--- src/rtl/mrpt_pkg.sv ---
// ----------------------------------------------------------------------------
// mrpt_pkg
// Shared widths, register codes and bundle types of the MRP PD torque block.
// ----------------------------------------------------------------------------
`default_nettype none

package mrpt_pkg;

    localparam int VEC_W      = 24;   // Q4.20 guidance vectors
    localparam int TRQ_W      = 32;   // Q12.20 torque
    localparam int GAIN_W     = 24;   // Q12.12 gains
    localparam int ELEM_W     = 20;   // packed inertia / known torque element
    localparam int PACK_W     = 3 * ELEM_W;
    localparam int CFG_IDX_W  = 3;
    localparam int CFG_DATA_W = PACK_W;
    localparam int NUM_STAGES = 7;

    typedef enum logic [CFG_IDX_W-1:0] {
        CFG_GAIN_K        = 3'd0,
        CFG_GAIN_P        = 3'd1,
        CFG_INERTIA_ROW0  = 3'd2,
        CFG_INERTIA_ROW1  = 3'd3,
        CFG_INERTIA_ROW2  = 3'd4,
        CFG_KNOWN_TORQUE  = 3'd5
    } t_cfg_idx;

    typedef struct packed {
        logic [GAIN_W-1:0] gain_k;
        logic [GAIN_W-1:0] gain_p;
        logic [PACK_W-1:0] inertia_row_zero;
        logic [PACK_W-1:0] inertia_row_one;
        logic [PACK_W-1:0] inertia_row_two;
        logic [PACK_W-1:0] known_torque_packed;
    } t_cfg;

    typedef struct packed {
        logic signed [VEC_W-1:0] att_err_x;
        logic signed [VEC_W-1:0] att_err_y;
        logic signed [VEC_W-1:0] att_err_z;
        logic signed [VEC_W-1:0] rate_err_x;
        logic signed [VEC_W-1:0] rate_err_y;
        logic signed [VEC_W-1:0] rate_err_z;
        logic signed [VEC_W-1:0] ref_rate_x;
        logic signed [VEC_W-1:0] ref_rate_y;
        logic signed [VEC_W-1:0] ref_rate_z;
        logic signed [VEC_W-1:0] ref_accel_x;
        logic signed [VEC_W-1:0] ref_accel_y;
        logic signed [VEC_W-1:0] ref_accel_z;
    } t_sample;

    typedef struct packed {
        logic signed [TRQ_W-1:0] torque_x;
        logic signed [TRQ_W-1:0] torque_y;
        logic signed [TRQ_W-1:0] torque_z;
    } t_torque;

    // Per-stage load enables and occupancy of the datapath pipeline.
    typedef struct packed {
        logic [NUM_STAGES-1:0] load;
        logic [NUM_STAGES-1:0] vld;
    } t_stage_ctl;

endpackage

`default_nettype wire

--- src/rtl/mrpt_pipe_ctrl.sv ---
// ----------------------------------------------------------------------------
// mrpt_pipe_ctrl
// Valid bits and load enables of the datapath stages. A stage loads when it
// is empty or when the stage after it loads, so bubbles close up on a stall.
// ----------------------------------------------------------------------------
`default_nettype none

module mrpt_pipe_ctrl import mrpt_pkg::*; (
    input  wire logic i_clk,
    input  wire logic i_rst_n,
    input  wire logic i_in_valid,
    input  wire logic i_out_ready,
    output t_stage_ctl o_ctl
);

    localparam int LAST = NUM_STAGES - 1;

    logic [NUM_STAGES-1:0] r_vld;
    logic [NUM_STAGES-1:0] n_vld;
    logic [NUM_STAGES-1:0] load;

    always_comb begin
        load[LAST] = !r_vld[LAST] || i_out_ready;
        for (int k = LAST - 1; k >= 0; k--) begin
            load[k] = !r_vld[k] || load[k+1];
        end
        n_vld[0] = load[0] ? i_in_valid : r_vld[0];
        for (int k = 1; k < NUM_STAGES; k++) begin
            n_vld[k] = load[k] ? r_vld[k-1] : r_vld[k];
        end
    end

    always_ff @(posedge i_clk) begin
        if (!i_rst_n) begin
            r_vld <= '0;
        end else begin
            r_vld <= n_vld;
        end
    end

    assign o_ctl.load = load;
    assign o_ctl.vld  = r_vld;

    // Items neither appear nor vanish inside the pipeline.
    a_conserve: assert property (@(posedge i_clk) disable iff (!i_rst_n)
        !(i_in_valid && load[0]) && !(r_vld[LAST] && i_out_ready)
        |=> $countones(r_vld) == $past($countones(r_vld)))
        else $error("pipeline occupancy changed without a transfer");

    a_enter: assert property (@(posedge i_clk) disable iff (!i_rst_n)
        i_in_valid && load[0] |=> r_vld[0])
        else $error("accepted sample did not enter the first stage");

    a_full_stall: assert property (@(posedge i_clk) disable iff (!i_rst_n)
        (&r_vld) && !i_out_ready |-> !load[0])
        else $error("full stalled pipeline still accepts");

    a_reset: assert property (@(posedge i_clk)
        !i_rst_n |=> r_vld == '0)
        else $error("valid bits not cleared by reset");

endmodule

`default_nettype wire

--- config.mk ---
export PLATFORM = sky130hd
export DESIGN_NAME = mrpt_pipe_ctrl
export DESIGN_NICKNAME = d
export VERILOG_FILES = /design/src/rtl/mrpt_pkg.sv /design/src/rtl/mrpt_pipe_ctrl.sv
export SDC_FILE = /design/constraint.sdc
export NUM_CORES = 1
export LEC_CHECK = 0
export ABC_AREA = 1
export BUFFER_PORTS_ARGS = -buffer_cell sky130_fd_sc_hd__buf_4
export CAP_MARGIN = 20
export CORE_AREA = 4 4 41 43
export DETAILED_ROUTE_END_ITERATION = 10
export DIE_AREA = 0 0 45 47
export GPL_TIMING_DRIVEN = 0
export SETUP_SLACK_MARGIN = 0.1
export SLEW_MARGIN = 10
export SYNTH_ARGS = -nofsm -noshare
export SYNTH_HDL_FRONTEND = slang
export SYNTH_SLANG_ARGS = --single-unit
--- constraint.sdc ---
create_clock -name i_clk -period 1 [get_ports i_clk]
set_input_delay 0.2 -clock i_clk [delete_from_list [all_inputs] [get_ports i_clk]]
set_output_delay 0.2 -clock i_clk [all_outputs]
set_load 0.03 [all_outputs]
* Yosys cells after proc, flatten, opt, wreduce, memory -nomap -nowiden
Index checks and enable logic that the tools add are counted.
** Storage, ports and cells
- Register bits :: 7
- Bits of input ports :: 4
- Output and inout bits :: 14
- Logic and storage cells :: 21
** Operators by class
- Reduce and logical (&&, ||, !) cells :: 14
** Operators by type and width (count)
- 1-bit zero test :: 7
- 1-bit logical OR :: 7

* Logic depth before layout (Yosys ltp)
- Word-level depth :: 8
- Gate-level depth with buffers :: 5
- Mapped depth without buffers :: 5

* Least setup slack after synthesis
OpenSTA, ideal clock, no wires.
- Kind :: reg2reg
- Start point :: register r_vld[5]
- End point :: register r_vld[0]
- Library setup time :: 0.068 ns
- Arrival time :: 1.438 ns
- Required time :: 0.932 ns
- Setup slack :: -0.506 ns
- Stages on the path, launching flop included :: 5
- Buffers on the path :: 0
- Period minus slack after synthesis :: 1.506 ns
- Cells stage by stage :: dfxtp_1 > nand4_4 > nor2_4 > nand4_2 > a21oi_2
** RTL lines
- start, declared :: line mrpt_pipe_ctrl.sv:18 : logic [NUM_STAGES-1:0] r_vld;
- start signal, assigned :: line mrpt_pipe_ctrl.sv:37 : r_vld <= n_vld;

==> flow_summary.json <==
{
  "status": "finished, violations left",
  "violations": "negative setup slack",
  "cts_tree": "yes",
  "rows": 13,
  "via_count": 338,
  "skew_ps": 1.752,
  "grt_max_degree": 8,
  "io_pins": 18,
  "crit_required_ps": 800,
  "cts.sinks": 7,
  "cap_violations": 0,
  "sw_frac_of_total_pct": 24.89,
  "first_global_vias": 314,
  "globalplace.congestion": 0.6976,
  "finalCritPeriodShare_pct": 139.4,
  "min_period_ps": 1394,
  "n_antenna_cell": 0,
  "power_switching_mw": 0.1499,
  "crit_type": "reg -> out",
  "largest_reg_flops": 7,
  "fin_hold_ws_ps": 196.0,
  "layout-drive-gt1-share_pct": 79.37,
  "ys_warn_count": 0,
  "cp-start-kind": "register",
  "numCtsBuffers": 3,
  "cts_max_level": 1,
  "dieArea_um2": 2115,
  "firstDrtPassIters": 2,
  "cts_buffer_depth": 2,
  "clk_latency_ps": 250,
  "hold_viol": 0,
  "crit_path_max_fanout": 5,
  "crit_arrival_ps": 1190,
  "hp-class": "in -> reg",
  "wl_um": 873,
  "fp.dieH_um": 47,
  "syn-num-nets": 37,
  "fill_cells": 133,
  "layout_commonest_cell": "buf_6",
  "synth_xor_area_share_pct": 0,
  "dp_hpwl_um": 548.4,
  "yosysTopAreaCellShare_pct": 48.70,
  "leakagePower_nw": 0.3042,
  "start_util_pct": 22.12,
  "vdd_drop_max_mv": 0.7950,
  "port_buffers": 17,
  "synth-compound-area-share_pct": 10.00,
  "drt-initial-drc-count": 2,
  "multi_input_area_um2": 157.7,
  "synthAdderAreaFrac_pct": 0,
  "worstMarginPinSlew_ps": 295.3,
  "drt-wirelength-per-cell_um": 11.19,
  "top_regs": "r_vld (7)",
  "clockPowerShare_pct": 43.0,
  "yosysSeqAreaShare_pct": 48.70,
  "ant_nets": 0,
  "ys_types": 10,
  "post_dp_cell_area_um2": 466.7,
  "yosys_register_bits": 7,
  "nets": 68,
  "rsz0062_at_grt": "yes",
  "avgSynthCellArea_um2": 8.720,
  "synth_simple_gate_area_share_pct": 28.26,
  "via_per_inst": 4.333,
  "largest-register": "r_vld",
  "postLayoutCellArea_um2": 673.1,
  "fp.dieW_um": 45,
  "yosysTopAreaCell": "dfxtp_1",
  "cts-hold-fix-buffers": 0,
  "max-slew-margin-rel_pct": 80.29,
  "internal_power_mw": 0.4523,
  "drc": 0,
  "p_comb_share_pct": 9.6,
  "register_area_um2": 163.9,
  "synth_area_um2": 287.8,
  "muxShareOfSynthArea_pct": 0,
  "syn-instance-count": 33,
  "finalSetupViolCount": 14,
  "ctsRootBufferMaster": "clkbuf_4",
  "synth_top_family_by_area": "simple AND/OR/NAND/NOR gates",
  "clk_pin_slew_worst_paths_ps": 50,
  "grt_usage_pct": 9.278,
  "antenna_found_initial": 0,
  "seq_power_share_pct": 47.3,
  "layout_common_cells": "buf_6, inv_1, buf_4, dfxtp_4, a21oi_2",
  "synth_area_leaders": "dfxtp_1, inv_1, nand4_4, a21oi_1, nor2_1",
  "cp-end-kind": "output port",
  "finalMaxSlewViolations": 0,
  "power.density_nw_per_um2": 894.6,
  "fmax_ghz": 0.7174,
  "grt_pass1_wl_mm": 1.338,
  "design.core.area_um2": 1301,
  "fin_ws_ps": -393.9,
  "overflow": 0,
  "area_growth_pct": 133.9
}
metrics by stage:
step	util (%)	setup slack [ps]	TNS, ps	power, mW	cells
floorplan	-	-270.0	-1772	0.3187	33
global placement	35.87	-259.0	-979.7	0.3413	65
detailed placement	35.87	-269.0	-1067	0.3422	65
CTS	48.27	-430.5	-2674	0.6150	77
global route	51.73	-455.9	-3388	0.6449	78
finish	51.73	-393.9	-2688	0.6022	78
cells in the mapped netlist (all sizes together):
library cell and n:
nand2 2, nand4 2, nand3 1, nor2 6, inv 10, a21oi 5
dfxtp 7
logic make-up (layout without fill, tap and decap cells):
| kind of cell | after synthesis | in the layout |
|---|---|---|
| AO/OA/AOI/OAI | 5 | 5 |
| buffers and inverters | 10 | 40 |
| flip-flops | 7 | 7 |
| AND/OR/NAND/NOR | 11 | 11 |
area by class of cell:
class	count	area share [%]
tap	15	2.788
multi-input combinational	16	23.42
inverter	10	5.948
sequential	7	24.35
clock buffer	4	3.903
timing repair buffer	26	39.59
repair_timing:
action | in CTS | in global routing
endpoints found under the setup margin | 18 | 20
hold endpoints to repair | 0 | 0
pin swaps | 4 | 4
setup buffers | 8 | 4
gates resized for setup | 23 | 13
worst max-delay path: stages (launching register included):
cell and delay, ps:
dfxtp_4 350, nand4_4 120, nor2_4 200, nand4_4 110
buf_6 160
layer usage:
metal  vias up  wire, µm  part of all wire, %  GRT usage, %
li1        161         -                    -             -
met1       158       328                   38         10.11
met5         -         0                    0             0
met4         0         0                    0         3.509
met2        19       449                   51         13.28
met3         0        94                   11         7.663
power by group through the flow:
| stage | clock [mW] | combinational (mW) | sequential [mW] |
|---|---|---|---|
| finish | 0.259 | 0.0580 | 0.285 |
| global route | 0.297 | 0.0619 | 0.286 |
| CTS | 0.275 | 0.0553 | 0.285 |
| detailed placement | 0 | 0.0479 | 0.294 |
| global placement | 0 | 0.0472 | 0.294 |
| floorplan | 0 | 0.0130 | 0.306 |
final timing paths:
path / from / endpoint / slack, ps / cells after the start
worst max-delay path: r_vld[5] / o_ctl[7] / -390 / 4
worst max register to register: r_vld[5] / r_vld[0] / -100 / 5
worst min register to register: r_vld[0] / r_vld[1] / 500 / 2
worst min-delay path: i_in_valid / r_vld[0] / 200 / 3
Note: power is estimated with default switching activity, not from simulation.
