===== src/rtl/mrpt_pkg.sv =====
// ----------------------------------------------------------------------------
// mrpt_pkg
// Shared widths, register codes and bundle types of the MRP PD torque block.
// ----------------------------------------------------------------------------
`default_nettype none

package mrpt_pkg;

    localparam int VEC_W      = 24;   // Q4.20 guidance vectors
    localparam int TRQ_W      = 32;   // Q12.20 torque
    localparam int GAIN_W     = 24;   // Q12.12 gains
    localparam int ELEM_W     = 20;   // packed inertia / known torque element
    localparam int PACK_W     = 3 * ELEM_W;
    localparam int CFG_IDX_W  = 3;
    localparam int CFG_DATA_W = PACK_W;
    localparam int NUM_STAGES = 7;

    typedef enum logic [CFG_IDX_W-1:0] {
        CFG_GAIN_K        = 3'd0,
        CFG_GAIN_P        = 3'd1,
        CFG_INERTIA_ROW0  = 3'd2,
        CFG_INERTIA_ROW1  = 3'd3,
        CFG_INERTIA_ROW2  = 3'd4,
        CFG_KNOWN_TORQUE  = 3'd5
    } t_cfg_idx;

    typedef struct packed {
        logic [GAIN_W-1:0] gain_k;
        logic [GAIN_W-1:0] gain_p;
        logic [PACK_W-1:0] inertia_row_zero;
        logic [PACK_W-1:0] inertia_row_one;
        logic [PACK_W-1:0] inertia_row_two;
        logic [PACK_W-1:0] known_torque_packed;
    } t_cfg;

    typedef struct packed {
        logic signed [VEC_W-1:0] att_err_x;
        logic signed [VEC_W-1:0] att_err_y;
        logic signed [VEC_W-1:0] att_err_z;
        logic signed [VEC_W-1:0] rate_err_x;
        logic signed [VEC_W-1:0] rate_err_y;
        logic signed [VEC_W-1:0] rate_err_z;
        logic signed [VEC_W-1:0] ref_rate_x;
        logic signed [VEC_W-1:0] ref_rate_y;
        logic signed [VEC_W-1:0] ref_rate_z;
        logic signed [VEC_W-1:0] ref_accel_x;
        logic signed [VEC_W-1:0] ref_accel_y;
        logic signed [VEC_W-1:0] ref_accel_z;
    } t_sample;

    typedef struct packed {
        logic signed [TRQ_W-1:0] torque_x;
        logic signed [TRQ_W-1:0] torque_y;
        logic signed [TRQ_W-1:0] torque_z;
    } t_torque;

    // Per-stage load enables and occupancy of the datapath pipeline.
    typedef struct packed {
        logic [NUM_STAGES-1:0] load;
        logic [NUM_STAGES-1:0] vld;
    } t_stage_ctl;

endpackage

`default_nettype wire


===== src/rtl/mrpt_if.sv =====
// ----------------------------------------------------------------------------
// mrpt channel interfaces
// Valid/ready channels for guidance samples, torque results and register
// writes.
// ----------------------------------------------------------------------------
`default_nettype none


interface mrpt_cfg_if import mrpt_pkg::*; ();
    logic                  valid;
    logic                  ready;
    logic [CFG_IDX_W-1:0]  idx;
    logic [CFG_DATA_W-1:0] data;

    modport source (output valid, idx, data, input ready);
    modport sink   (input valid, idx, data, output ready);
endinterface

`default_nettype wire


===== src/rtl/mrpt_cfg_regs.sv =====
// ----------------------------------------------------------------------------
// mrpt_cfg_regs
// Gain, inertia and known torque registers, written over the config channel.
// ----------------------------------------------------------------------------
`default_nettype none

module mrpt_cfg_regs import mrpt_pkg::*; (
    input  wire logic  i_clk,
    input  wire logic  i_rst_n,
    mrpt_cfg_if.sink   i_cfg,
    output t_cfg       o_cfg
);

    t_cfg r_cfg;

    assign i_cfg.ready = 1'b1;
    assign o_cfg       = r_cfg;

    always_ff @(posedge i_clk) begin
        if (!i_rst_n) begin
            r_cfg <= '0;
        end else if (i_cfg.valid) begin
            case (t_cfg_idx'(i_cfg.idx))
                CFG_GAIN_K:       r_cfg.gain_k              <= i_cfg.data[GAIN_W-1:0];
                CFG_GAIN_P:       r_cfg.gain_p              <= i_cfg.data[GAIN_W-1:0];
                CFG_INERTIA_ROW0: r_cfg.inertia_row_zero    <= i_cfg.data[PACK_W-1:0];
                CFG_INERTIA_ROW1: r_cfg.inertia_row_one     <= i_cfg.data[PACK_W-1:0];
                CFG_INERTIA_ROW2: r_cfg.inertia_row_two     <= i_cfg.data[PACK_W-1:0];
                CFG_KNOWN_TORQUE: r_cfg.known_torque_packed <= i_cfg.data[PACK_W-1:0];
                default: ;  // unused indexes are dropped
            endcase
        end
    end

endmodule

`default_nettype wire


===== src/flat_wrapper.sv =====
// flat-port wrapper written by rule: the top's interface ports become plain ports
module mrpt_cfg_regs_flat import mrpt_pkg::*;
  (i_clk, i_rst_n, o_cfg, i_cfg_valid, i_cfg_idx, i_cfg_data, i_cfg_ready);
  mrpt_cfg_if i_cfg_i ();
  input  wire logic i_clk;
  input  wire logic i_rst_n;
  output t_cfg o_cfg;
  input wire logic [$bits(i_cfg_i.valid)-1:0] i_cfg_valid;
  input wire logic [$bits(i_cfg_i.idx)-1:0] i_cfg_idx;
  input wire logic [$bits(i_cfg_i.data)-1:0] i_cfg_data;
  output wire logic [$bits(i_cfg_i.ready)-1:0] i_cfg_ready;
  assign i_cfg_i.valid = i_cfg_valid;
  assign i_cfg_i.idx = i_cfg_idx;
  assign i_cfg_i.data = i_cfg_data;
  assign i_cfg_ready = i_cfg_i.ready;
  mrpt_cfg_regs u_core (.i_clk(i_clk), .i_rst_n(i_rst_n), .i_cfg(i_cfg_i), .o_cfg(o_cfg));
endmodule

===== config.mk =====
export PLATFORM = sky130hd
export DESIGN_NAME = mrpt_cfg_regs_flat
export DESIGN_NICKNAME = d
export VERILOG_FILES = /design/src/rtl/mrpt_pkg.sv /design/src/rtl/mrpt_if.sv /design/src/rtl/mrpt_cfg_regs.sv /design/src/flat_wrapper.sv
export SDC_FILE = /design/constraint.sdc
export NUM_CORES = 1
export LEC_CHECK = 0
export BUFFER_PORTS_ARGS = -buffer_cell sky130_fd_sc_hd__buf_2
export CORE_MARGIN = 8
export CORE_UTILIZATION = 54
export CTS_BUF_LIST = sky130_fd_sc_hd__clkbuf_4 sky130_fd_sc_hd__clkbuf_8 sky130_fd_sc_hd__clkbuf_16
export DETAILED_ROUTE_END_ITERATION = 10
export HOLD_SLACK_MARGIN = 0.06
export PLACE_DENSITY = 0.85
export SKIP_LAST_GASP = 1
export SYNTH_ARGS = -nofsm -noshare
export SYNTH_HDL_FRONTEND = slang
export SYNTH_SLANG_ARGS = --single-unit
export TNS_END_PERCENT = 1

===== constraint.sdc =====
create_clock -name i_clk -period 1.8 [get_ports i_clk]
set_clock_uncertainty 0.1 [all_clocks]
set_input_delay 0 -clock i_clk [delete_from_list [all_inputs] [get_ports i_clk]]
set_output_delay 0 -clock i_clk [all_outputs]
set_load 0.01 [all_outputs]

# --- Word level (Yosys, flattened, before mapping) ---
# Cells that the tools add are included.
op_classes:
  addsub: 0
  multipliers: 0
  div: 0
  magnitude_cmp: 0
  eq_ne: 5
  shifts: 0
  muxes: 0
  bitwise_logic: 0
  n_reduce_logical: 7
op_table:
  columns: ["cell", "count"]
  rows:
  - ["$reduce_and 2->1", 6]
  - ["$eq 3x2->1 const B", 2]
  - ["$eq 3x3->1 const B", 2]
  - ["$eq 3x1->1 const B", 1]
  - ["$logic_not 3->1", 1]
word_totals:
  regBits: 288
  latchBits: 0
  mem_bits_rw: 0
  romBits: 0
  elab_cells: 18
  mem_count: 0

# --- Depth between registers and ports, before layout ---
# Gate-level depths: netlist of run 1.
logic_depth:
  ltp_word: 2
  ltp_mapped: 5

# --- Worst setup path after synthesis of run 1 ---
# Ideal clock, no wire load.
synth_timing:
  path_type: "input port to flip-flop"
  startpoint: "input i_cfg_idx[2]"
  endpoint: "register u_core.r_cfg, in the netlist u_core.o_cfg[269]"
  setup_time_ps: 72
  arrival_time_ps: 749
  slack_ps: 880
  cell_stages: 4
  path_buffers: 2
  cell_sequence: "nor4b_2 -> buf_4 -> buf_8 -> mux2i_1"
synth_via:
  elab_chain_cells: 2
synth_lines:
  columns: ["item", "line", "text"]
  rows:
  - ["start: declaration", "flat_wrapper.sv:9", "input wire logic [$bits(i_cfg_i.idx)-1:0] i_cfg_idx;"]
  - ["$logic_not 3->1", "mrpt_cfg_regs.sv:23", "case (t_cfg_idx'(i_cfg.idx))"]
  - ["$reduce_and 2->1 (no source line)", null, null]
  - ["end: declaration", "mrpt_cfg_regs.sv:14", "t_cfg r_cfg;"]
# No other way between the ends.
# A chain may end at the register's enable or synchronous reset.

# --- Worst setup path after layout of run 1 ---
layout_timing:
  startpoint: "input i_cfg_idx[0]"
  endpoint: "register u_core.r_cfg, in the netlist u_core.o_cfg[72]"
layout_via:
  elab_chain_cells: 2
layout_lines:
  columns: ["item", "line"]
  rows:
  - ["$eq 3x3->1", "mrpt_cfg_regs.sv:23"]
  - ["$reduce_and 2->1 (no source line)", null]
# No other way between the ends.

==> out/results.tsv, run 1 <==
stage	metric	value	unit
run_status	outcome	complete, but fails checks	
run_status	failing checks	negative setup slack	
synth	synthesized net count	1071	
critical_path	logic depth of the worst path, buffers included	6	
grt	vias in the first global route	9897	
critical_path	CP Class	in -> reg	
floorplan	I/O pins	355	
critical_path	category of cells accounting for the largest share of critical-path delay	buffers and inverters	
critical_path	startpoint kind of the worst setup timing path	primary input	
critical_path	cell repeated most along the worst path	sky130_fd_sc_hd__dlygate4sd3_1	
timing	Period minus WS final	1.80	ns
detailed_routing	count of unresolved DRC violations after routing	0	
detailed_routing	Routed WL per cell	20.5	um
clock_tree	TritonCTS clock tree	built	
critical_path	worst path cell trace	dlygate4sd3_1, buf_2, nand4bb_4, dlygate4sd3_1, buf_12, mux2i_1	
synth	number of enable flip-flop cells after synthesis	0	
synth	Synth Area in Compound Gates	0	
timing	Slew Limit Headroom	0.630	
synth	portion of the post-synthesis area used by sequential elements	0.544	
synth	adder and majority cell fraction of the synthesized area	0	
synth	cell with the most instances after synthesis	sky130_fd_sc_hd__nand2_1	
synth	XOR/XNOR share of the synthesized area	0	
synth	prevailing post-synth register cell	sky130_fd_sc_hd__dfxtp_1	
power_and_ir_drop	net switching power of the design	0.00312	W
power_and_ir_drop	power per unit of standard cell area	961	mW/mm^2
power_and_ir_drop	register share of total power	0.485	
critical_path	startpoint of the most critical setup path	i_cfg_idx[0]	
final_layout	number of fillers in the final layout	1225	
critical_path	worst endpoint required time	2.13	ns
synth	mean cell area of the mapped netlist	10.5	sq um
synth	top post-synthesis cells by area	sky130_fd_sc_hd__dfxtp_1 (54%), sky130_fd_sc_hd__mux2i_1 (27%), sky130_fd_sc_hd__nand2_1 (12%)	
grt	GRT Resource Usage Total	0.273	
synth	Yosys top cell by area	sky130_fd_sc_hd__dfxtp_1	
floorplan	Die W	156	um
placement	I/O Buffers	353	
floorplan	standard-cell rows	51	
timing	Worst Hold Margin	0.230	ns
synth	number of warnings reported in the yosys synthesis log	0	
placement	HPWL Detailed	21700	um
critical_path	critical path data arrival time	2.14	ns
detailed_routing	violation count after the first detailed-routing iteration	451	
timing	final worst slack	-0.00108	ns
critical_path	startpoint of the most critical register-to-register path	u_core.o_cfg[88]	
power_and_ir_drop	relative contribution of combinational cells to total power	0.077	
clock_tree	deepest level of the CTS H-tree	1	
synth	post-synthesis cell type count	14	
power_and_ir_drop	Leakage	7.65	nW
synth	synthesized netlist cell count	1005	
power_and_ir_drop	power share of the clock group	0.438	
floorplan	initial standard-cell utilization of the core	0.548	
timing	Final Hold Fails	0	
timing	total setup violations reported at the end of the flow	1	
timing	Final Max Tran Viols	0	
placement	Final GP Congestion	0.820	
detailed_routing	wire length reported by the detailed router	34800	um
detailed_routing	routed via count divided by cell count	5.31	
floorplan	die extent in y	156	um
critical_path	worst reg-to-reg setup slack	0.55	ns
final_layout	multi-input gate area in the final layout	0.00431	sq mm
critical_path	Slowest-stage cell, CP	sky130_fd_sc_hd__dlygate4sd3_1	
critical_path	Worst Setup End Kind	register	
detailed_routing	Via Count	9019	
timing	actual transition at the worst max-transition pin	0.555	ns
detailed_routing	number of routed nets with antenna violations	0	
clock_tree	buffer type at the clock tree root	sky130_fd_sc_hd__clkbuf_16	
clock_tree	clock slew seen by the registers of the worst setup and hold paths	0.06	ns
detailed_routing	count of TritonRoute iterations in the first routing pass	6	
synth	summed instance area of the synthesized netlist	0.0106	sq mm
grt	wire length of the first global-routing pass	53200	um
grt	initial antenna violation count	1	
floorplan	die outline area	0.0244	sq mm
critical_path	peak per-stage delay on the critical path	0.62	ns
power_and_ir_drop	cell-internal power	0.0105	W
grt	pin count of the biggest net entering global routing	64	
synth	post-synthesis async set-or-reset flop share	0	
floorplan	placeable core region	0.0193	sq mm
synth	simple logic cell fraction of the synthesized area	0.130	
final_layout	flip-flop count of the largest register after layout	288	
synth	dominant combinational cell family by area after synthesis	multiplexers	
critical_path	number of buffers and inverters on the critical path	4	
power_and_ir_drop	post-route total power	0.0136	W
final_layout	area overhead of the layout relative to synthesis	33.7	%
timing	RSZ-0062 raised after global routing	true	
clock_tree	number of sinks driven by the clock tree	288	
flow_run	maxcap violations	0	
final_layout	Cell Count, Final, Fillers Out	1700	
power_and_ir_drop	peak ir drop on the vdd network	0.811	mV
critical_path	termination of the worst setup path	u_core.o_cfg[72]	
synth	cell types with the highest counts after synthesis	sky130_fd_sc_hd__nand2_1 (348), sky130_fd_sc_hd__dfxtp_1 (288), sky130_fd_sc_hd__mux2i_1 (288)	
power_and_ir_drop	share of total power consumed by net switching	0.229	
synth	number of storage elements in the synthesis netlist	288	
clock_tree	clock network latency to the later pin of the worst-skew pair	0.51	ns
timing	final-layout setup total negative slack	-0.00108	ns
critical_path	capturing point of the worst reg2reg path	u_core.o_cfg[88]	
grt	overall overflow remaining after global route	0	
min_path	HP Class	in -> reg	
synth	share of cell area taken by muxes after synthesis	0.272	
clock_tree	Max Root-Sink Buffers	3	
final_layout	final layout net count	1479	
clock_tree	number of clock buffers inserted by TritonCTS	28	
critical_path	CP max FO	28	
timing	f_max	0.555	GHz
final_layout	fraction of layout instances using a drive strength above 1	0.307	
timing	Tcrit/Tclk final	1.00	
placement	DP Cell Count	1580	
synth	portion of synthesized cell area occupied by the leading cell type	0.544	
critical_path	logic depth of the worst register-to-register path	3	
final_layout	FF+latch area	0.00577	sq mm
==> metal layers <==
metal | part of all wire | global-route usage | vias up
li1 | - | - | 4119
met1 | 0.35 | 0.275 | 4302
met2 | 0.49 | 0.483 | 479
met3 | 0.10 | 0.0989 | 119
met4 | 0.048 | 0.153 | 0
met5 | 0 | 0 | -
==> worst register-to-register path, stage by stage (launching register included) <==
cell                            delay (ns)
sky130_fd_sc_hd__dfxtp_1              0.34
sky130_fd_sc_hd__nand2_1              0.06
sky130_fd_sc_hd__mux2i_1              0.14
sky130_fd_sc_hd__dlygate4sd3_1        0.56
==> stage by stage <==
step                utilization  instance area, sq um  setup WS, ns
CTS                       0.732                 14200        0.0766
detailed placement        0.648                 12500         0.429
global route              0.733                 14200       -0.0236
finish                    0.733                 14200      -0.00108
floorplan                     -                 10600         0.880
global placement          0.648                 12500         0.486
==> power groups by stage <==
stage	clock network, W	logic, W	registers [W]
6_report	0.00596	0.00105	0.00660
5_1_grt	0.00629	0.00112	0.00660
4_1_cts	0.00600	0.00103	0.00659
2_1_floorplan	0	0.000462	0.00679
3_3_place_gp	0	0.000890	0.00672
3_5_place_dp	0	0.000907	0.00673
==> how the worst min path moves through the flow <==
stage	from	to	slack, ns	depth (start not counted)
final	i_cfg_data[29]	u_core.o_cfg[89]	0.23	4
after global routing	i_cfg_data[27]	u_core.o_cfg[147]	0.26	4
after CTS	i_cfg_data[29]	u_core.o_cfg[89]	0.22	4
after detailed placement	i_cfg_data[53]	u_core.o_cfg[233]	0.23	3
after global placement	i_cfg_data[53]	u_core.o_cfg[173]	0.22	3
after floorplan	i_cfg_data[40]	u_core.o_cfg[100]	0.10	2
==> cells in the final DEF (no fill, tap or decap), drive strengths merged <==
master / count
and4b: 1
buf: 384
bufinv: 1
clkbuf: 45
clkinv: 4
conb: 1
dfxtp: 288
diode: 1
dlygate4sd3: 68
inv: 1
mux2i: 288
nand2: 348
nand4b: 1
nand4bb: 3
nor4b: 1
==> area by class of cell <==
type	count	share of cell area
Clock inverter	6	0.00433
Timing Repair Buffer	452	0.198
Clock buffer	45	0.0628
Tap cell	265	0.0234
Antenna cell	1	0.000177
Sequential cell	288	0.407
Multi-Input combinational cell	643	0.304
==> what timing repair did <==
action                     CTS  global route
hold endpoints to repair   288             0
hold buffers                68             0
resized for setup            0             1
setup buffers                0             0
setup endpoints to repair    0             4
==> kinds of logic after synthesis <==
group / after synthesis
mux: 288
flops: 288
simple gates: 354
buf+inv: 74
other cells: 1
Power figures use the tool's default switching activity.
==> run 2: changes to the inputs <==
CORE_MARGIN = 2   (was 8)
==> run 2 against run 1 <==
  * The run still ends with negative setup slack left
  * Wire length grew 1.9%
  * Non-clock buffer count up 35
  * Global-route usage increased by 5.5 points
  * Combinational power up 8%
  * Critical path type unchanged
  * Critical endpoint is now u_core.o_cfg[245]
  * Largest power group unchanged
==> out/results.tsv, run 2 (synthesis results as in run 1) <==
stage	metric	value	unit	change
critical_path	startpoint of the most critical setup path	i_cfg_data[5]		
timing	Worst Hold Margin	0.0633	ns	-0.167 ns
power_and_ir_drop	peak ir drop on the vdd network	0.741	mV	-8.7%
clock_tree	clock slew seen by the registers of the worst setup and hold paths	0.08	ns	+0.02 ns
timing	Final Max Tran Viols	0		unchanged
clock_tree	number of clock buffers inserted by TritonCTS	29		+3.6%
timing	f_max	0.543	GHz	-2.3%
grt	pin count of the biggest net entering global routing	60		-6.3%
final_layout	post-layout util	0.759		+0.0258
clock_tree	clock network latency to the later pin of the worst-skew pair	0.52	ns	about the same
critical_path	Worst Setup End Kind	register		
placement	worst slack at placement	0.409	ns	-0.0195 ns
detailed_routing	Via Count	9445		+4.7%
final_layout	Diodes inserted	0		-1
final_layout	leading cell type in the layout, fill and taps excluded	sky130_fd_sc_hd__buf_2		
critical_path	termination of the worst setup path	u_core.o_cfg[245]		
critical_path	CP Class	in -> reg		
clock_tree	Max Root-Sink Buffers	3		unchanged
clock_tree	number of sinks driven by the clock tree	288		unchanged
power_and_ir_drop	power per unit of standard cell area	954	mW/mm^2	-0.66%
detailed_routing	count of TritonRoute iterations in the first routing pass	5		-1
critical_path	startpoint kind of the worst setup timing path	primary input		
final_layout	final layout net count	1515		+2.4%
timing	Slew Limit Headroom	0.256		-0.374
floorplan	die outline area	0.0208	sq mm	-15%
timing	final-layout setup total negative slack	-0.162	ns	-0.161 ns
run_status	failing checks	negative setup slack		
timing	total setup violations reported at the end of the flow	6		+5
clock_tree	deepest level of the CTS H-tree	1		unchanged
power_and_ir_drop	Leakage	7.84	nW	+2.4%
final_layout	area overhead of the layout relative to synthesis	38.4	%	
critical_path	critical path data arrival time	2.17	ns	+0.03 ns
detailed_routing	count of unresolved DRC violations after routing	0		unchanged
critical_path	capturing point of the worst reg2reg path	u_core.o_cfg[275]		
critical_path	worst endpoint required time	2.13	ns	about the same
floorplan	standard-cell rows	51		unchanged
detailed_routing	routed via count divided by cell count	5.44		+2.6%
timing	Final Hold Fails	0		unchanged
final_layout	number of fillers in the final layout	1142		-6.8%
placement	Final GP Congestion	0.795		-3.1%
timing	actual transition at the worst max-transition pin	1.11	ns	+0.558 ns
critical_path	worst reg-to-reg setup slack	-0.01	ns	-0.56 ns
detailed_routing	wire length reported by the detailed router	35500	um	+1.9%
detailed_routing	violation count after the first detailed-routing iteration	419		-7.1%
timing	final worst slack	-0.0427	ns	-0.0416 ns
grt	overall overflow remaining after global route	0		unchanged
timing	Tcrit/Tclk final	1.02		+0.0231
detailed_routing	number of routed nets with antenna violations	0		unchanged
final_layout	Cell Count, Final, Fillers Out	1735		+2.1%
floorplan	Die W	144	um	-7.7%
final_layout	flip-flop count of the largest register after layout	288		unchanged
floorplan	placeable core region	0.0193	sq mm	unchanged
placement	I/O Buffers	353		unchanged
timing	RSZ-0062 raised after global routing	true		
floorplan	I/O pins	355		unchanged
placement	HPWL Detailed	18700	um	-14%
grt	GRT Resource Usage Total	0.328		+0.0546
grt	initial antenna violation count	0		-1
flow_run	maxcap violations	0		unchanged
clock_tree	buffer type at the clock tree root	sky130_fd_sc_hd__clkbuf_16		
critical_path	logic depth of the worst register-to-register path	4		+1
grt	wire length of the first global-routing pass	53000	um	-0.36%
clock_tree	TritonCTS clock tree	built		
run_status	outcome	complete, but fails checks		
grt	vias in the first global route	9734		-1.6%
critical_path	CP max FO	6		-79%
critical_path	startpoint of the most critical register-to-register path	u_core.o_cfg[275]		
floorplan	die extent in y	144	um	-7.7%
final_layout	fraction of layout instances using a drive strength above 1	0.297		-0.0102
timing	Period minus WS final	1.84	ns	+0.0416 ns
final_layout	commonest non-fill, non-tap cells in the layout	sky130_fd_sc_hd__buf_2 (352), sky130_fd_sc_hd__nand2_1 (348), sky130_fd_sc_hd__mux2i_1 (288), sky130_fd_sc_hd__dfxtp_1 (288), sky130_fd_sc_hd__dlygate4sd3_1 (107)		
placement	DP Cell Count	1571		-0.57%
detailed_routing	Routed WL per cell	20.4	um	-0.12%
floorplan	initial standard-cell utilization of the core	0.548		unchanged
min_path	HP Class	in -> reg		
## run 2: cell count changes in the layout (fill, tap and decap cells not counted), sizes merged
cell,delta
dlygate4sd3,+39
clkbuf,-7
buf,-5
clkinv,+5
bufinv,+2
clkinvlp,+2
diode,-1
dlymetal6s4s,+1
inv,-1
## run 2: worst min path at each step
stage | startpoint | depth (start not counted) | endpoint
final | i_rst_n | 5 | u_core.o_cfg[28]
after floorplan | i_cfg_data[40] | 2 | u_core.o_cfg[100]
after global placement | i_cfg_data[54] | 3 | u_core.o_cfg[114]
after global routing | i_rst_n | 5 | u_core.o_cfg[88]
after CTS | i_rst_n | 5 | u_core.o_cfg[223]
after detailed placement | i_cfg_data[52] | 3 | u_core.o_cfg[112]
## run 2: layer usage
layer / GRT usage / share of wire / routed length [um]
met5: 0 / 0 / 0
met4: 0.181 / 0.055 / 1950
met3: 0.0967 / 0.10 / 3660
met2: 0.570 / 0.48 / 17200
met1: 0.358 / 0.36 / 12700
## run 2: repair_timing
| action | CTS | global route |
|---|---|---|
| hold buffers | 111 | 0 |
| endpoints found under the hold margin | 288 | 0 |
| buffers inserted | 0 | 1 |
| setup endpoints to repair | 0 | 12 |
| resized for setup | 0 | 2 |
## run 2: per-stage QoR
stage	instance area [sq um]	power [W]
6_report	14700	0.0140
5_1_grt	14700	0.0143
4_1_cts	14600	0.0139
3_5_place_dp	12500	0.00762
3_3_place_gp	12500	0.00760
2_1_floorplan	10600	0.00725
## run 2: report_power, final
| group | switching (W) | internal, W |
|---|---|---|
| Combinational | 0.000638 | 0.000496 |
| Clock | 0.00258 | 0.00369 |
| Sequential | 0.0000819 | 0.00651 |
| Total | 0.00330 | 0.0107 |
## run 2: area by class of cell
type,count,area (sq um),area share
Clock inverter,14,165,0.0113
Sequential cell,288,5770,0.393
Timing Repair Buffer,487,3260,0.222
Multi-Input combinational cell,643,4310,0.294
Tap cell,265,332,0.0226
Clock buffer,38,831,0.0566
## run 2: critical path, cell delays in order
cell and delay (ns):
sky130_fd_sc_hd__dlygate4sd3_1 0.55, sky130_fd_sc_hd__buf_2 0.12, sky130_fd_sc_hd__nand2_1 0.05, sky130_fd_sc_hd__dlygate4sd3_1 0.72, sky130_fd_sc_hd__mux2i_1 0.13, sky130_fd_sc_hd__dlygate4sd3_1 0.59
==> run 3: changes to the inputs <==
MAX_ROUTING_LAYER = met4   (was unset)
==> run 3 against run 2 <==
  * The run still ends with negative setup slack left
  * Utilization increased by 0.14 points
  * Global-route usage increased by 1.0 points
  * Non-clock buffer count increased by 1
  * Design area increased by 0.18%
  * Wire length increased by 1.3%
  * Critical path depth unchanged
  * Register-to-register slack about the same
  * Die area unchanged
  * Clock-buffer cell count unchanged
  * Hold slack improved by 0.0046 ns
  * First-iteration DRC count increased by 14%
  * Sequential power about the same
  * Critical path type unchanged
  * Critical endpoint unchanged
==> out/results.tsv, run 3 (synthesis results as in run 1) <==
stage	metric	value	unit	change
grt	pin count of the biggest net entering global routing	60		unchanged
final_layout	Diodes inserted	0		unchanged
flow_run	maxcap violations	0		unchanged
critical_path	worst endpoint required time	2.13	ns	about the same
timing	actual transition at the worst max-transition pin	1.12	ns	+0.00542 ns
placement	Final GP Congestion	0.806		+1.4%
timing	total setup violations reported at the end of the flow	5		-1
floorplan	placeable core region	0.0193	sq mm	unchanged
detailed_routing	Routed WL per cell	20.7	um	+1.2%
clock_tree	TritonCTS clock tree	built		
critical_path	worst reg-to-reg setup slack	0	ns	about the same
power_and_ir_drop	power per unit of standard cell area	954	mW/mm^2	about the same
detailed_routing	wire length reported by the detailed router	35900	um	+1.3%
grt	Most Crowded Layer GR	met2		
clock_tree	Max Root-Sink Buffers	3		unchanged
clock_tree	deepest level of the CTS H-tree	1		unchanged
floorplan	standard-cell rows	51		unchanged
detailed_routing	count of unresolved DRC violations after routing	0		unchanged
grt	global routing usage on met1	0.361		+0.00252
placement	DP Cell Count	1571		unchanged
timing	f_max	0.543	GHz	about the same
floorplan	die outline area	0.0208	sq mm	unchanged
clock_tree	buffer type at the clock tree root	sky130_fd_sc_hd__clkbuf_16		
final_layout	number of fillers in the final layout	1141		-0.088%
critical_path	critical path data arrival time	2.17	ns	about the same
final_layout	commonest non-fill, non-tap cells in the layout	sky130_fd_sc_hd__buf_2 (352), sky130_fd_sc_hd__nand2_1 (348), sky130_fd_sc_hd__mux2i_1 (288), sky130_fd_sc_hd__dfxtp_1 (287), sky130_fd_sc_hd__dlygate4sd3_1 (107)		
final_layout	fraction of layout instances using a drive strength above 1	0.298		+0.00116
detailed_routing	number of routed nets with antenna violations	0		unchanged
critical_path	CP Class	in -> reg		
run_status	failing checks	negative setup slack		
floorplan	Die W	144	um	unchanged
power_and_ir_drop	peak ir drop on the vdd network	0.740	mV	-0.13%
clock_tree	number of clock buffers inserted by TritonCTS	29		unchanged
timing	final worst slack	-0.0428	ns	-0.000111 ns
grt	vias in the first global route	9688		-0.47%
timing	Final Max Tran Viols	0		unchanged
grt	wire length of the first global-routing pass	53100	um	+0.21%
floorplan	die extent in y	144	um	unchanged
power_and_ir_drop	Leakage	7.85	nW	+0.18%
grt	met2 track demand over resource	0.573		+0.00301
critical_path	Worst Setup End Kind	register		
detailed_routing	Via Count	9433		-0.13%
timing	Final Hold Fails	0		unchanged
final_layout	flip-flop count of the largest register after layout	288		unchanged
detailed_routing	count of TritonRoute iterations in the first routing pass	4		-1
grt	overall overflow remaining after global route	0		unchanged
detailed_routing	violation count after the first detailed-routing iteration	479		+14%
power_and_ir_drop	post-route total power	0.0140	W	+0.16%
final_layout	Cell Count, Final, Fillers Out	1736		+0.058%
run_status	outcome	complete, but fails checks		
grt	initial antenna violation count	0		unchanged
grt	met3 global-route usage	0.0964		-0.000331
placement	HPWL Detailed	18700	um	unchanged
final_layout	area overhead of the layout relative to synthesis	38.6	%	
critical_path	CP max FO	6		unchanged
detailed_routing	routed via count divided by cell count	5.43		-0.18%
grt	GRT Resource Usage Total	0.338		+0.0101
floorplan	I/O pins	355		unchanged
timing	Slew Limit Headroom	0.252		-0.00363
timing	Period minus WS final	1.84	ns	+0.000111 ns
clock_tree	clock slew seen by the registers of the worst setup and hold paths	0.08	ns	about the same
timing	RSZ-0062 raised after global routing	true		
final_layout	leading cell type in the layout, fill and taps excluded	sky130_fd_sc_hd__buf_2		
clock_tree	number of sinks driven by the clock tree	288		unchanged
critical_path	startpoint kind of the worst setup timing path	primary input		
timing	Tcrit/Tclk final	1.02		about the same
floorplan	initial standard-cell utilization of the core	0.548		unchanged
placement	I/O Buffers	353		unchanged
clock_tree	clock network latency to the later pin of the worst-skew pair	0.52	ns	about the same
min_path	HP Class	in -> reg		
final_layout	final layout net count	1516		+0.066%
## run 3: per-layer routing
| metal | vias to the layer above | share of wire |
|---|---|---|
| li1 | 4197 | - |
| met1 | 4516 | 0.37 |
| met2 | 564 | 0.48 |
| met3 | 156 | 0.099 |
| met4 | 0 | 0.050 |
| met5 | - | 0 |
## run 3: final cells by class
class / instances / area, sq um / share of cell area
multi-input cells: 643 / 4310 / 0.293
flip-flops and latches: 288 / 5770 / 0.392
repair buffers: 488 / 3290 / 0.224
well taps: 265 / 332 / 0.0226
clock buffers: 38 / 831 / 0.0565
clock inverters: 14 / 165 / 0.0112
## run 3: through the flow
step	worst slack, ns	utilization	TNS (ns)	hold WS, ns	instance area [sq um]
3_5_place_dp	0.409	0.647	0	0.229	12500
6_report	-0.0428	0.760	-0.108	0.0679	14700
3_3_place_gp	0.464	0.647	0	0.221	12500
2_1_floorplan	0.880	-	0	0.104	10600
4_1_cts	0.0138	0.758	0	0.0659	14600
5_1_grt	-0.0891	0.760	-0.531	0.0764	14700
## run 3: path summary, 6_finish.rpt
path,start,to,depth (start not counted)
setup reg to reg,u_core.o_cfg[275],u_core.o_cfg[275],4
setup / recovery,i_cfg_data[5],u_core.o_cfg[245],6
hold / removal,i_rst_n,u_core.o_cfg[28],5
hold reg to reg,u_core.o_cfg[134],u_core.o_cfg[134],2
## run 3: worst max-delay path, stage by stage
cell                            delay [ns]
sky130_fd_sc_hd__dlygate4sd3_1        0.55
sky130_fd_sc_hd__buf_2                0.12
sky130_fd_sc_hd__nand2_1              0.05
sky130_fd_sc_hd__dlygate4sd3_1        0.73
sky130_fd_sc_hd__mux2i_1              0.13
sky130_fd_sc_hd__dlygate4sd3_1        0.59
## run 3: power breakdown
part           internal, W  leakage [nW]  switching [W]
Combinational     0.000499          5.03       0.000642
Sequential         0.00651          2.33      0.0000819
Clock              0.00369         0.495        0.00260
Total               0.0107          7.85        0.00332
## run 3: timing repair
action | 4_1_cts | 5_1_grt
endpoints found under the setup margin | 0 | 12
endpoints found under the hold margin | 288 | 0
setup buffers | 0 | 1
resized for setup | 0 | 3
hold buffers | 111 | 0
